===== config.mk =====
export PLATFORM = sky130hd
export DESIGN_NAME = hack_instruction_text_encoder
export DESIGN_NICKNAME = d
export VERILOG_FILES = /design/src/hdl/hte_pkg.sv /design/src/hdl/hte_line_decode.sv /design/src/hdl/hack_instruction_text_encoder.sv
export SDC_FILE = /design/constraint.sdc
export NUM_CORES = 1
export LEC_CHECK = 0
export ABC_CLOCK_PERIOD_IN_PS = 4550
export BUFFER_PORTS_ARGS = -buffer_cell sky130_fd_sc_hd__clkbuf_2
export CORE_MARGIN = 1
export CORE_UTILIZATION = 50
export DETAILED_ROUTE_END_ITERATION = 6
export HOLD_SLACK_MARGIN = 0.15
export PLACE_DENSITY = 0.64
export SLEW_MARGIN = 20
export SYNTH_ARGS = -nofsm -noshare
export SYNTH_HDL_FRONTEND = slang
export SYNTH_SLANG_ARGS = --single-unit

===== constraint.sdc =====
create_clock -name clk -period 4.55 [get_ports clk]
set_clock_uncertainty 0.2 [all_clocks]
set_input_delay 0.6825 -clock clk [delete_from_list [all_inputs] [get_ports clk]]
set_output_delay 0.6825 -clock clk [all_outputs]
set_load 0.03 [all_outputs]

===== src/hdl/hte_pkg.sv =====
// Hack text encoder package: character and status codes, line state type,
// and the comp, dest and jump mnemonic tables. No dependencies.
package hte_pkg;

	localparam int FIELD_CHARS_DEF = 3;

	typedef logic [7:0] char_t;

	// characters
	localparam char_t CH_LF   = 8'd10;
	localparam char_t CH_CR   = 8'd13;
	localparam char_t CH_AT   = "@";
	localparam char_t CH_EQ   = "=";
	localparam char_t CH_SEMI = ";";
	localparam char_t CH_A    = "A";
	localparam char_t CH_D    = "D";
	localparam char_t CH_M    = "M";
	localparam char_t CH_J    = "J";
	localparam char_t CH_0    = "0";
	localparam char_t CH_1    = "1";
	localparam char_t CH_9    = "9";
	localparam char_t CH_NEG  = "-";
	localparam char_t CH_NOT  = "!";

	// status codes
	localparam logic [2:0] ST_OK        = 3'd0;
	localparam logic [2:0] ST_NOT_INSTR = 3'd1;
	localparam logic [2:0] ST_BAD_COMP  = 3'd2;
	localparam logic [2:0] ST_BAD_DEST  = 3'd3;
	localparam logic [2:0] ST_BAD_JUMP  = 3'd4;
	localparam logic [2:0] ST_ADDR_OVER = 3'd5;

	// line kinds
	localparam logic [1:0] KIND_EMPTY = 2'd0;
	localparam logic [1:0] KIND_ADDR  = 2'd1;
	localparam logic [1:0] KIND_COMP  = 2'd2;
	localparam logic [1:0] KIND_OTHER = 2'd3;

	// sections of a compute line
	localparam logic [1:0] SEC_FIRST  = 2'd0;  // dest or comp, not yet known
	localparam logic [1:0] SEC_COMP   = 2'd1;  // comp after '='
	localparam logic [1:0] SEC_JUMP_D = 2'd2;  // jump after '=' and ';'
	localparam logic [1:0] SEC_JUMP   = 2'd3;  // jump after ';' with no dest

	localparam logic [14:0] ADDR_MAX = 15'h7FFF;

	typedef struct packed {
		logic [1:0]  kind;
		logic [1:0]  section;
		logic [2:0]  err;
		logic        addr_seen;
		logic        addr_over;
		logic [14:0] addr;
	} line_state_t;

	// returns {hit, cccccc}; M already folded to A
	function automatic logic [6:0] comp_lookup(input logic [1:0] n, input char_t c0,
			input char_t c1, input char_t c2);
		logic [6:0] r;
		r = '0;
		unique case (n)
			2'd1: begin
				unique case (c0)
					"0": r = {1'b1, 6'h2A};
					"1": r = {1'b1, 6'h3F};
					"D": r = {1'b1, 6'h0C};
					"A": r = {1'b1, 6'h30};
					default: r = '0;
				endcase
			end
			2'd2: begin
				unique case ({c0, c1})
					"-1": r = {1'b1, 6'h3A};
					"!D": r = {1'b1, 6'h0D};
					"!A": r = {1'b1, 6'h31};
					"-D": r = {1'b1, 6'h0F};
					"-A": r = {1'b1, 6'h33};
					default: r = '0;
				endcase
			end
			2'd3: begin
				unique case ({c0, c1, c2})
					"D+1": r = {1'b1, 6'h1F};
					"A+1": r = {1'b1, 6'h37};
					"D-1": r = {1'b1, 6'h0E};
					"A-1": r = {1'b1, 6'h32};
					"D+A": r = {1'b1, 6'h02};
					"D-A": r = {1'b1, 6'h13};
					"A-D": r = {1'b1, 6'h07};
					"D&A": r = {1'b1, 6'h00};
					"D|A": r = {1'b1, 6'h15};
					default: r = '0;
				endcase
			end
			default: r = '0;
		endcase
		return r;
	endfunction

	function automatic logic [2:0] dest_bit(input char_t c);
		logic [2:0] b;
		unique case (c)
			CH_A: b = 3'b100;
			CH_D: b = 3'b010;
			CH_M: b = 3'b001;
			default: b = 3'b000;
		endcase
		return b;
	endfunction

	// returns {hit, jjj} for the two letters after 'J'
	function automatic logic [3:0] jump_lookup(input char_t c1, input char_t c2);
		logic [3:0] r;
		unique case ({c1, c2})
			"GT": r = 4'b1_001;
			"EQ": r = 4'b1_010;
			"GE": r = 4'b1_011;
			"LT": r = 4'b1_100;
			"NE": r = 4'b1_101;
			"LE": r = 4'b1_110;
			"MP": r = 4'b1_111;
			default: r = 4'b0_000;
		endcase
		return r;
	endfunction

endpackage


===== src/hdl/hte_line_decode.sv =====
// End-of-line encoder: turns the collected line state and field text into a
// machine word and status. Combinational. Depends on hte_pkg.
module hte_line_decode #(
	parameter int FIELD_CHARS = hte_pkg::FIELD_CHARS_DEF,
	localparam int LEN_W = $clog2(FIELD_CHARS + 2)
) (
	input  hte_pkg::line_state_t st,
	input  hte_pkg::char_t       chars [3][FIELD_CHARS],
	input  logic [LEN_W-1:0]     lens  [3],
	output logic [15:0]          machine_word,
	output logic [2:0]           status
);
	import hte_pkg::*;

	logic             has_dest, has_jump;
	logic [LEN_W-1:0] clen;
	char_t            cch [3];
	logic             has_a, has_m, comp_ok;
	logic [6:0]       comp_hit;
	logic [2:0]       dbits, db;
	logic             dest_ok;
	logic [3:0]       jump_hit;
	logic             jump_ok;
	logic [15:0]      word;
	logic [2:0]       stat;

	assign has_dest = (st.section == SEC_COMP) || (st.section == SEC_JUMP_D);
	assign has_jump = (st.section == SEC_JUMP_D) || (st.section == SEC_JUMP);
	assign clen = has_dest ? lens[1] : lens[0];

	// comp: fold M to A, reject mixing A and M
	always_comb begin
		has_a = 1'b0;
		has_m = 1'b0;
		for (int i = 0; i < 3; i++) begin
			cch[i] = has_dest ? chars[1][i] : chars[0][i];
			if (LEN_W'(i) < clen) begin
				if (cch[i] == CH_A) has_a = 1'b1;
				if (cch[i] == CH_M) begin
					has_m  = 1'b1;
					cch[i] = CH_A;
				end
			end
		end
		comp_hit = comp_lookup(clen[1:0], cch[0], cch[1], cch[2]);
		comp_ok  = (clen != '0) && (clen <= LEN_W'(3)) && !(has_a && has_m) && comp_hit[6];
	end

	// dest: distinct letters from A, D, M
	always_comb begin
		dbits   = 3'b000;
		dest_ok = (lens[0] != '0) && (lens[0] <= LEN_W'(3));
		db      = 3'b000;
		for (int i = 0; i < 3; i++) begin
			if (LEN_W'(i) < lens[0]) begin
				db = dest_bit(chars[0][i]);
				if (db == 3'b000 || (dbits & db) != 3'b000) dest_ok = 1'b0;
				dbits = dbits | db;
			end
		end
	end

	always_comb begin
		jump_hit = jump_lookup(chars[2][1], chars[2][2]);
		jump_ok  = (lens[2] == LEN_W'(3)) && (chars[2][0] == CH_J) && jump_hit[3];
	end

	always_comb begin
		word = '0;
		stat = ST_OK;
		unique case (st.kind)
			KIND_ADDR: begin
				if (st.err != ST_OK || !st.addr_seen) stat = ST_NOT_INSTR;
				else if (st.addr_over)                stat = ST_ADDR_OVER;
				else                                  word = {1'b0, st.addr};
			end
			KIND_COMP: begin
				if (st.err != ST_OK)               stat = st.err;
				else if (!comp_ok)                 stat = ST_BAD_COMP;
				else if (has_dest && !dest_ok)     stat = ST_BAD_DEST;
				else if (has_jump && !jump_ok)     stat = ST_BAD_JUMP;
				else word = {3'b111, has_m, comp_hit[5:0],
					has_dest ? dbits : 3'b000, has_jump ? jump_hit[2:0] : 3'b000};
			end
			KIND_OTHER: stat = ST_NOT_INSTR;
			default:    stat = ST_OK;
		endcase
	end

	assign machine_word = word;
	assign status       = stat;

endmodule


===== src/hdl/hack_instruction_text_encoder.sv =====
// Channel | Signals                        | Word
// in      | in_valid, in_ready, char_code  | one ASCII character, LF ends a line
// out     | out_valid, out_ready,          | one encoded instruction per
//         | machine_word, status           | non-empty line
// One character per cycle: input register, then line-state update and the
// end-of-line encode, then the result register. An LF's word is written to the result
// register as the LF leaves the input register. CR is dropped; empty lines emit nothing.
// Reset clears the line state and both valid flags. An LF only waits when the
// result register is still full and not being taken.
// Depends on hte_pkg and hte_line_decode.
module hack_instruction_text_encoder #(
	parameter int FIELD_CHARS = hte_pkg::FIELD_CHARS_DEF
) (
	input  logic                clk,
	input  logic                arst_n,
	input  logic                in_valid,
	output logic                in_ready,
	input  hte_pkg::char_t      char_code,
	output logic                out_valid,
	input  logic                out_ready,
	output logic [15:0]         machine_word,
	output logic [2:0]          status
);
	import hte_pkg::*;

	localparam int LEN_W = $clog2(FIELD_CHARS + 2);
	localparam int IDX_W = $clog2(FIELD_CHARS);

	logic             valid_s1;
	char_t            char_s1;
	line_state_t      st_q;
	char_t            chars_q [3][FIELD_CHARS];
	logic [LEN_W-1:0] lens_q  [3];
	logic [15:0]      word_q;
	logic [2:0]       status_q;
	logic             out_valid_q;

	logic             emit, adv_s1, is_digit, is_comp_start;
	logic             store_en;
	logic [1:0]       store_slot;
	logic [LEN_W-1:0] store_len;
	logic [18:0]      addr_next;
	logic [15:0]      dec_word;
	logic [2:0]       dec_status;

	assign emit     = (char_s1 == CH_LF) && (st_q.kind != KIND_EMPTY);
	assign adv_s1   = valid_s1 && (!emit || !out_valid_q || out_ready);
	assign in_ready = !valid_s1 || adv_s1;

	assign is_digit = (char_s1 >= CH_0) && (char_s1 <= CH_9);
	assign is_comp_start = (char_s1 == CH_D) || (char_s1 == CH_M) || (char_s1 == CH_A) ||
		(char_s1 == CH_0) || (char_s1 == CH_NEG) || (char_s1 == CH_NOT) || (char_s1 == CH_1);
	// acc * 10 + digit
	assign addr_next = {1'b0, st_q.addr, 3'b000} + {3'b000, st_q.addr, 1'b0} +
		{15'd0, char_s1[3:0]};

	always_comb begin
		store_en   = 1'b0;
		store_slot = 2'd0;
		if (adv_s1 && char_s1 != CH_LF && char_s1 != CH_CR) begin
			if (st_q.kind == KIND_EMPTY) begin
				store_en = is_comp_start;
			end else if (st_q.kind == KIND_COMP && char_s1 != CH_EQ && char_s1 != CH_SEMI) begin
				store_en   = 1'b1;
				store_slot = (st_q.section >= SEC_JUMP_D) ? 2'd2 : st_q.section;
			end
		end
		store_len = lens_q[store_slot];
	end

	always_ff @(posedge clk or negedge arst_n) begin
		if (!arst_n) begin
			valid_s1 <= 1'b0;
		end else if (in_ready) begin
			valid_s1 <= in_valid;
		end
	end

	always_ff @(posedge clk) begin
		if (in_ready && in_valid) char_s1 <= char_code;
	end

	// line state
	always_ff @(posedge clk or negedge arst_n) begin
		if (!arst_n) begin
			st_q <= '0;
			for (int s = 0; s < 3; s++) lens_q[s] <= '0;
		end else if (adv_s1 && char_s1 != CH_CR) begin
			if (char_s1 == CH_LF) begin
				st_q <= '0;
				for (int s = 0; s < 3; s++) lens_q[s] <= '0;
			end else begin
				if (store_en && store_len <= LEN_W'(FIELD_CHARS))
					lens_q[store_slot] <= store_len + LEN_W'(1);
				unique case (st_q.kind)
					KIND_EMPTY: begin
						if (char_s1 == CH_AT)    st_q.kind <= KIND_ADDR;
						else if (is_comp_start)  st_q.kind <= KIND_COMP;
						else                     st_q.kind <= KIND_OTHER;
					end
					KIND_ADDR: begin
						if (is_digit) begin
							st_q.addr_seen <= 1'b1;
							if (addr_next > {4'd0, ADDR_MAX}) begin
								st_q.addr_over <= 1'b1;
								st_q.addr      <= ADDR_MAX;
							end else begin
								st_q.addr <= addr_next[14:0];
							end
						end else if (st_q.err == ST_OK) begin
							st_q.err <= ST_NOT_INSTR;
						end
					end
					KIND_COMP: begin
						if (char_s1 == CH_EQ) begin
							if (st_q.section == SEC_FIRST) st_q.section <= SEC_COMP;
							else if (st_q.err == ST_OK)
								st_q.err <= (st_q.section == SEC_COMP) ? ST_BAD_DEST : ST_BAD_JUMP;
						end else if (char_s1 == CH_SEMI) begin
							if (st_q.section == SEC_FIRST)     st_q.section <= SEC_JUMP;
							else if (st_q.section == SEC_COMP) st_q.section <= SEC_JUMP_D;
							else if (st_q.err == ST_OK)        st_q.err <= ST_BAD_JUMP;
						end
					end
					default: st_q <= st_q;
				endcase
			end
		end
	end

	// field text, no reset: only entries written earlier in the line are read
	always_ff @(posedge clk) begin
		if (store_en && store_len < LEN_W'(FIELD_CHARS))
			chars_q[store_slot][store_len[IDX_W-1:0]] <= char_s1;
	end

	hte_line_decode #(
		.FIELD_CHARS (FIELD_CHARS)
	) u_decode (
		.st           (st_q),
		.chars        (chars_q),
		.lens         (lens_q),
		.machine_word (dec_word),
		.status       (dec_status)
	);

	always_ff @(posedge clk or negedge arst_n) begin
		if (!arst_n) begin
			out_valid_q <= 1'b0;
		end else if (adv_s1 && emit) begin
			out_valid_q <= 1'b1;
		end else if (out_ready) begin
			out_valid_q <= 1'b0;
		end
	end

	always_ff @(posedge clk) begin
		if (adv_s1 && emit) begin
			word_q   <= dec_word;
			status_q <= dec_status;
		end
	end

	assign out_valid    = out_valid_q;
	assign machine_word = word_q;
	assign status       = status_q;

endmodule


# == Word-level counts from Yosys, hierarchy flattened ==
# Cells that the tools add are included.
# totals
in_bits,12
reg_bits,134
# classes
n_bitwise,6
magnitude_cmp,18
addsub,3
n_reduce_logical,72
n_eq_ne,74
mux,103
# ops
cell,count
$eq 24x23->1 const B,9
$eq 8x7->1 const B,22
$eq 16x15->1 const B,7
$eq 16x14->1 const B,5
$mux 16,5
$mux 8,10
$mux 3,26
$bwmux 72,1
$eq 8x6->1 const B,8
$pmux 7 s9,1
$demux 24 s2,1
$mux 24,2
$pmux 3 s3,4
$pmux 7 s5,1
$mux 17,2
$pmux 16 s2,1
$mux 15,2
$pmux 4 s7,1
$pmux 7 s4,1
$mux 1,25
$reduce_bool 3->1,8
$logic_and 1x1->1,23
$pmux 7 s3,1
$mux 2,10
other kinds (44),100

# == Depth between registers and ports, before layout ==
# logic_depth
ltp_word,21
depth_mapped,16

# == By module ==
# A second synthesis with hierarchy kept.
# hier_totals
hier_cells,765
area_unflattened_um2,8286.7
# by_module_without_submodules
module,area_per_inst_um2,cells_per_inst,n_inst
hack_instruction_text_encoder,5997.0,435,1
hte_line_decode,2289.7,330,1

# == Worst setup path after synthesis ==
# No wires, ideal clock.
# synth_timing
path_kind,register -> register
start,register st_q[21] in the netlist's numbering
end,register word_q[6] (netlist: machine_word[6]) (data pin)
setup_time_ps,257
stages_incl_launch_ff,14
path_buffers,2
arrival_time_ps,3103
path_slack_ps,990
path_cell_list,dfrtp_1 inv_1 ha_1 buf_2 mux2i_1 o21ai_1 a211oi_2 a2111oi_4 o311a_2 o311ai_2 or3_1 buf_6 clkinv_2 a32o_1
# synth_via
elab_chain_len,17
word_cells_on_any_way,75
# synth_rtl
element,line_no,rtl
"start, declared",hack_instruction_text_encoder.sv:31,line_state_t st_q;
"start signal, assigned",hack_instruction_text_encoder.sv:125,default: st_q <= st_q;
"parallel branches: the longest is 14 deep, another holds $eq 24x23->1",--,
$mux 16 *,hte_line_decode.sv:79,else if (!comp_ok) stat = ST_BAD_COMP;
$mux 16 *,hte_line_decode.sv:78,if (st.err != ST_OK) stat = st.err;
$pmux 16 s2 *,hte_line_decode.sv:71,unique case (st.kind)
"end signal, assigned",hack_instruction_text_encoder.sv:159,word_q <= dec_word;
"end, declared",hack_instruction_text_encoder.sv:34,logic [15:0] word_q;
# Every way passes the cells marked *.
# A chain may end at the register's enable or synchronous reset.

# == Worst setup path after layout ==
# layout_timing
start,register char_s1[5]
end,"register chars_q[11] in the netlist's numbering, enable pin"
# layout_via
elab_chain_len,15
word_cells_on_any_way,39
# layout_rtl
element,line_no,rtl
"start, declared",hack_instruction_text_encoder.sv:30,char_t char_s1;
"start signal, assigned",hack_instruction_text_encoder.sv:80,if (in_ready && in_valid) char_s1 <= char_code;
$eq 8x4->1,hack_instruction_text_encoder.sv:46,assign emit = (char_s1 == CH_LF) && (st_q.kind != KIND_EMPTY);
$logic_and 1x1->1,hack_instruction_text_encoder.sv:46,
$logic_not 1->1,hack_instruction_text_encoder.sv:47,assign adv_s1 = valid_s1 && (!emit || !out_valid_q || out_ready);
$logic_or 1x1->1 (2 in series),hack_instruction_text_encoder.sv:47,
$logic_and 1x1->1,hack_instruction_text_encoder.sv:47,
$logic_and 1x1->1 (2 in series),hack_instruction_text_encoder.sv:60,if (adv_s1 && char_s1 != CH_LF && char_s1 != CH_CR) begin
$mux 2,hack_instruction_text_encoder.sv:60,
$not 2->3 (implied by the code),hack_instruction_text_encoder.sv:68,store_len = lens_q[store_slot];
$bmux 3 s2,hack_instruction_text_encoder.sv:68,
$mux 3 (implied by the code) (2 in series),hack_instruction_text_encoder.sv:68,
$lt 3x2->1,hack_instruction_text_encoder.sv:133,if (store_en && store_len < LEN_W'(FIELD_CHARS))
$logic_and 1x1->1 *,hack_instruction_text_encoder.sv:133,
"end signal, assigned by index",hack_instruction_text_encoder.sv:134,chars_q[store_slot][store_len[IDX_W-1:0]] <= char_s1;
"end, declared",hack_instruction_text_encoder.sv:32,char_t chars_q [3][FIELD_CHARS];
# Every way passes the cells marked *; elsewhere a longest branch is shown, timed or not. The select of a mux whose other input is x is not followed.

==> summary.txt <==
Run status
  – Status: finished, final reports clean

Drt
  – DRC: 0
  – DR top layer: met4
  – Routed wl met2: 9859 um
  – Metal-1 WL: 9781 um
  – Vias/cell: 6.307
  – Routed Antenna Nets: 0
  – Routed vias: 6566
  – First-pass DRT Iterations: 5
  – Routed wire per std cell: 20.39 um
  – DRT iter0 DRCs: 556
  – Routed WL: 21230 um
  – DR WL met3: 1196 um

STA
  – Max-slew violations: 0
  – Final count of negative-setup-slack endpoints: 0
  – Fin crit share: 91.06%
  – Slew margin rel.: 35.46%
  – Fmax: 0.2414 GHz
  – Final hold viol count: 0
  – Min Clock Period, post-route: 4143 ps
  – Worst Max-Slew Pin Slew: 968.1 ps
  – RSZ-0062 raised after global routing: no
  – Setup TNS: 0 ps

Worst setup path
  – WP data required: 4430 ps
  – Reg-to-reg endpoint: chars_q[11]$_DFFE_PP_
  – Setup crit end kind: flip-flop
  – CP max FO: 8
  – Critical Path AT: 4030 ps
  – R2R Path Start: char_s1[5]$_DFFE_PP_
  – Setup crit start kind: flip-flop
  – FF-to-FF setup slack: 410 ps
  – Worst setup path category: reg -> reg
  – Depth of the most critical reg-to-reg path: 8

Synth
  – Mapped Avg Cell Area: 10.55 sq um
  – Ys Warns: 0
  – Syn Nets: 826
  – Netlist Area Pre-Place: 8117 sq um
  – Fraction of registers with async set/reset: 26.12%
  – Synth Flop Type: edfxtp_1
  – Synth cell types: 85
  – #FFs+latches synth: 134
  – Number of synthesized flops with an enable pin: 99
  – Synth Instances: 769
  – Post-synthesis sequential area ratio: 47.42%

Clock network
  – Post_cts resized: 0
  – Clock sink count: 134
  – Worst-path clk slew: 60 ps
  – Longest Clk Path Bufs: 2
  – Clock Tree Root: clkbuf_16
  – Hold buffers post-CTS: 0
  – Num CTS Buffers: 17
  – H-tree depth: 4
  – Setup bufs post-CTS: 0
  – CTS tree: yes
  – Worst-skew pair later-pin latency: 420 ps

Placed design
  – Port Buffers: 32
  – Post-detail-place hpwl: 16080 um
  – GPL Wtd Cong: 0.9363

Die
  – Placeable Area: 15890 sq um
  – Die Height: 129.4 um
  – Chip width: 129.4 um
  – Initial Util: 51.09%
  – Die area: 16750 sq um
  – Std-Cell Rows: 46
  – # IOs: 33

Power and ir drop
  – P_leak: 3.346 nW
  – VDD IR max: 326.6 uV
  – PD cells: 398.1 nW/um^2
  – Final Power: 3.641 mW

Run
  – Max_cap viols: 0

Global route
  – Largest net degree at the start of global routing: 36
  – Global-route wire length before repair: 32620 um
  – Gr usage total: 26.31%
  – Initial antenna violation count: 0
  – Vias in the first global route: 5897
  – Remaining Overflow, GRT: 0

Cells and area
  – NumNets Final: 870
  – Commonest non-fill, non-tap cell in the layout: edfxtp_1
  – Most frequent cells in the layout: edfxtp_1 (99), a21oi_1 (61), nand2_1 (59), ha_1 (42), nor2_1 (39)
  – Share of cells above drive strength 1: 14.18%
  – N_diodes: 0
  – Syn-to-layout area delta: 12.70%

Worst hold path
  – Worst min-delay path class: in -> async
[cell usage after synthesis (8+ instances only)]
cell type	number	share of area [%]
nor4_1	13	1.0
nor2b_1	10	0.77
nand3_1	27	1.7
ha_1	43	6.6
nand2b_1	10	0.77
inv_1	26	1.2
o21ai_0	30	1.8
clkbuf_1	18	0.83
nor3_1	28	1.7
nand3b_1	9	0.83
nand4_1	8	0.62
a21oi_1	61	3.8
a22o_1	9	0.97
buf_2	8	0.49
nand2_1	59	2.7
nor2_1	39	1.8
a211oi_1	9	0.83
a31oi_1	15	1.2
and2_1	16	1.2
edfxtp_1	99	37
dfrtp_1	35	11
nor3b_1	12	1.1
[report_power, final]
part	internal (mW)	total [mW]	switching [mW]
registers	1.39	1.50	0.107
logic	0.315	0.865	0.550
clock network	0.751	1.28	0.528
[logic make-up after synthesis]
group           synth area share, %
xor+xnor                      1.511
compound gates                19.49
flops                         47.42
mux                           1.434
buf+inv                       3.006
simple gates                  20.02
fa+ha+maj                     7.122
[per-layer routing]
| metal | up-vias | track usage (%) |
|---|---|---|
| met5 | - | 0 |
| met4 | 0 | 9.234 |
| met3 | 43 | 3.964 |
| met2 | 250 | 41.37 |
| met1 | 3197 | 37.19 |
| li1 | 3076 | - |
[per-stage QoR]
| stage | setup slack [ps] | cells | area, sq um | utilization [%] | hold WS [ps] |
|---|---|---|---|---|---|
| 6_report | 406.7 | 1041 | 9148 | 57.59 | 204.1 |
| 2_1_floorplan | 989.9 | 769 | 8117 | - | 186.9 |
| 4_1_cts | 264.1 | 1041 | 9131 | 57.48 | 222.4 |
| 3_5_place_dp | 254.1 | 1010 | 8577 | 53.99 | 337.8 |
| 5_1_grt | 19.90 | 1041 | 9148 | 57.59 | 224.3 |
| 3_3_place_gp | 398.0 | 1010 | 8577 | 53.99 | 330.1 |
[final cells by class]
type | count | area [sq um]
Multi-Input combinational cell | 578 | 4043
Tap cell | 216 | 270.3
Inverter | 28 | 106.4
Clock buffer | 17 | 425.4
Timing Repair Buffer | 54 | 325.3
Sequential cell | 134 | 3849
Fill cell | 1326 | 6738
Clock inverter | 14 | 128.9
[critical path, cell delays in order (launching register included)]
cell	delay (ps)
edfxtp_1	510
nor4bb_1	760
a41oi_1	300
o211ai_1	320
o2bb2ai_1	160
nor4b_1	490
o21ai_0	260
nor4_1	380
and2_1	430
[worst max-delay path by stage]
| stage | from | endpoint | slack (ps) | depth (start not counted) |
|---|---|---|---|---|
| 2_1_floorplan | st_q[21]$_DFFE_PN0P_ | machine_word[6]$_SDFFCE_PN0P_ | 990 | 13 |
| 3_3_place_gp | char_s1[5]$_DFFE_PP_ | chars_q[14]$_DFFE_PP_ | 400 | 9 |
| 3_5_place_dp | st_q[21]$_DFFE_PN0P_ | machine_word[4]$_SDFFCE_PN0P_ | 250 | 12 |
| 4_1_cts | st_q[21]$_DFFE_PN0P_ | machine_word[4]$_SDFFCE_PN0P_ | 260 | 12 |
| 5_1_grt | char_s1[5]$_DFFE_PP_ | chars_q[35]$_DFFE_PP_ | 20 | 8 |
| 6_report | char_s1[5]$_DFFE_PP_ | chars_q[11]$_DFFE_PP_ | 410 | 8 |
[sequential cells by signal, summed over array words and instances (netlist names)]
name	cells
status	3
char_s1	8
chars_q	72
lens_q	9
valid_s1	1
out_valid	1
st_q	24
machine_word	16
Note: power is estimated with default switching activity, not from simulation.
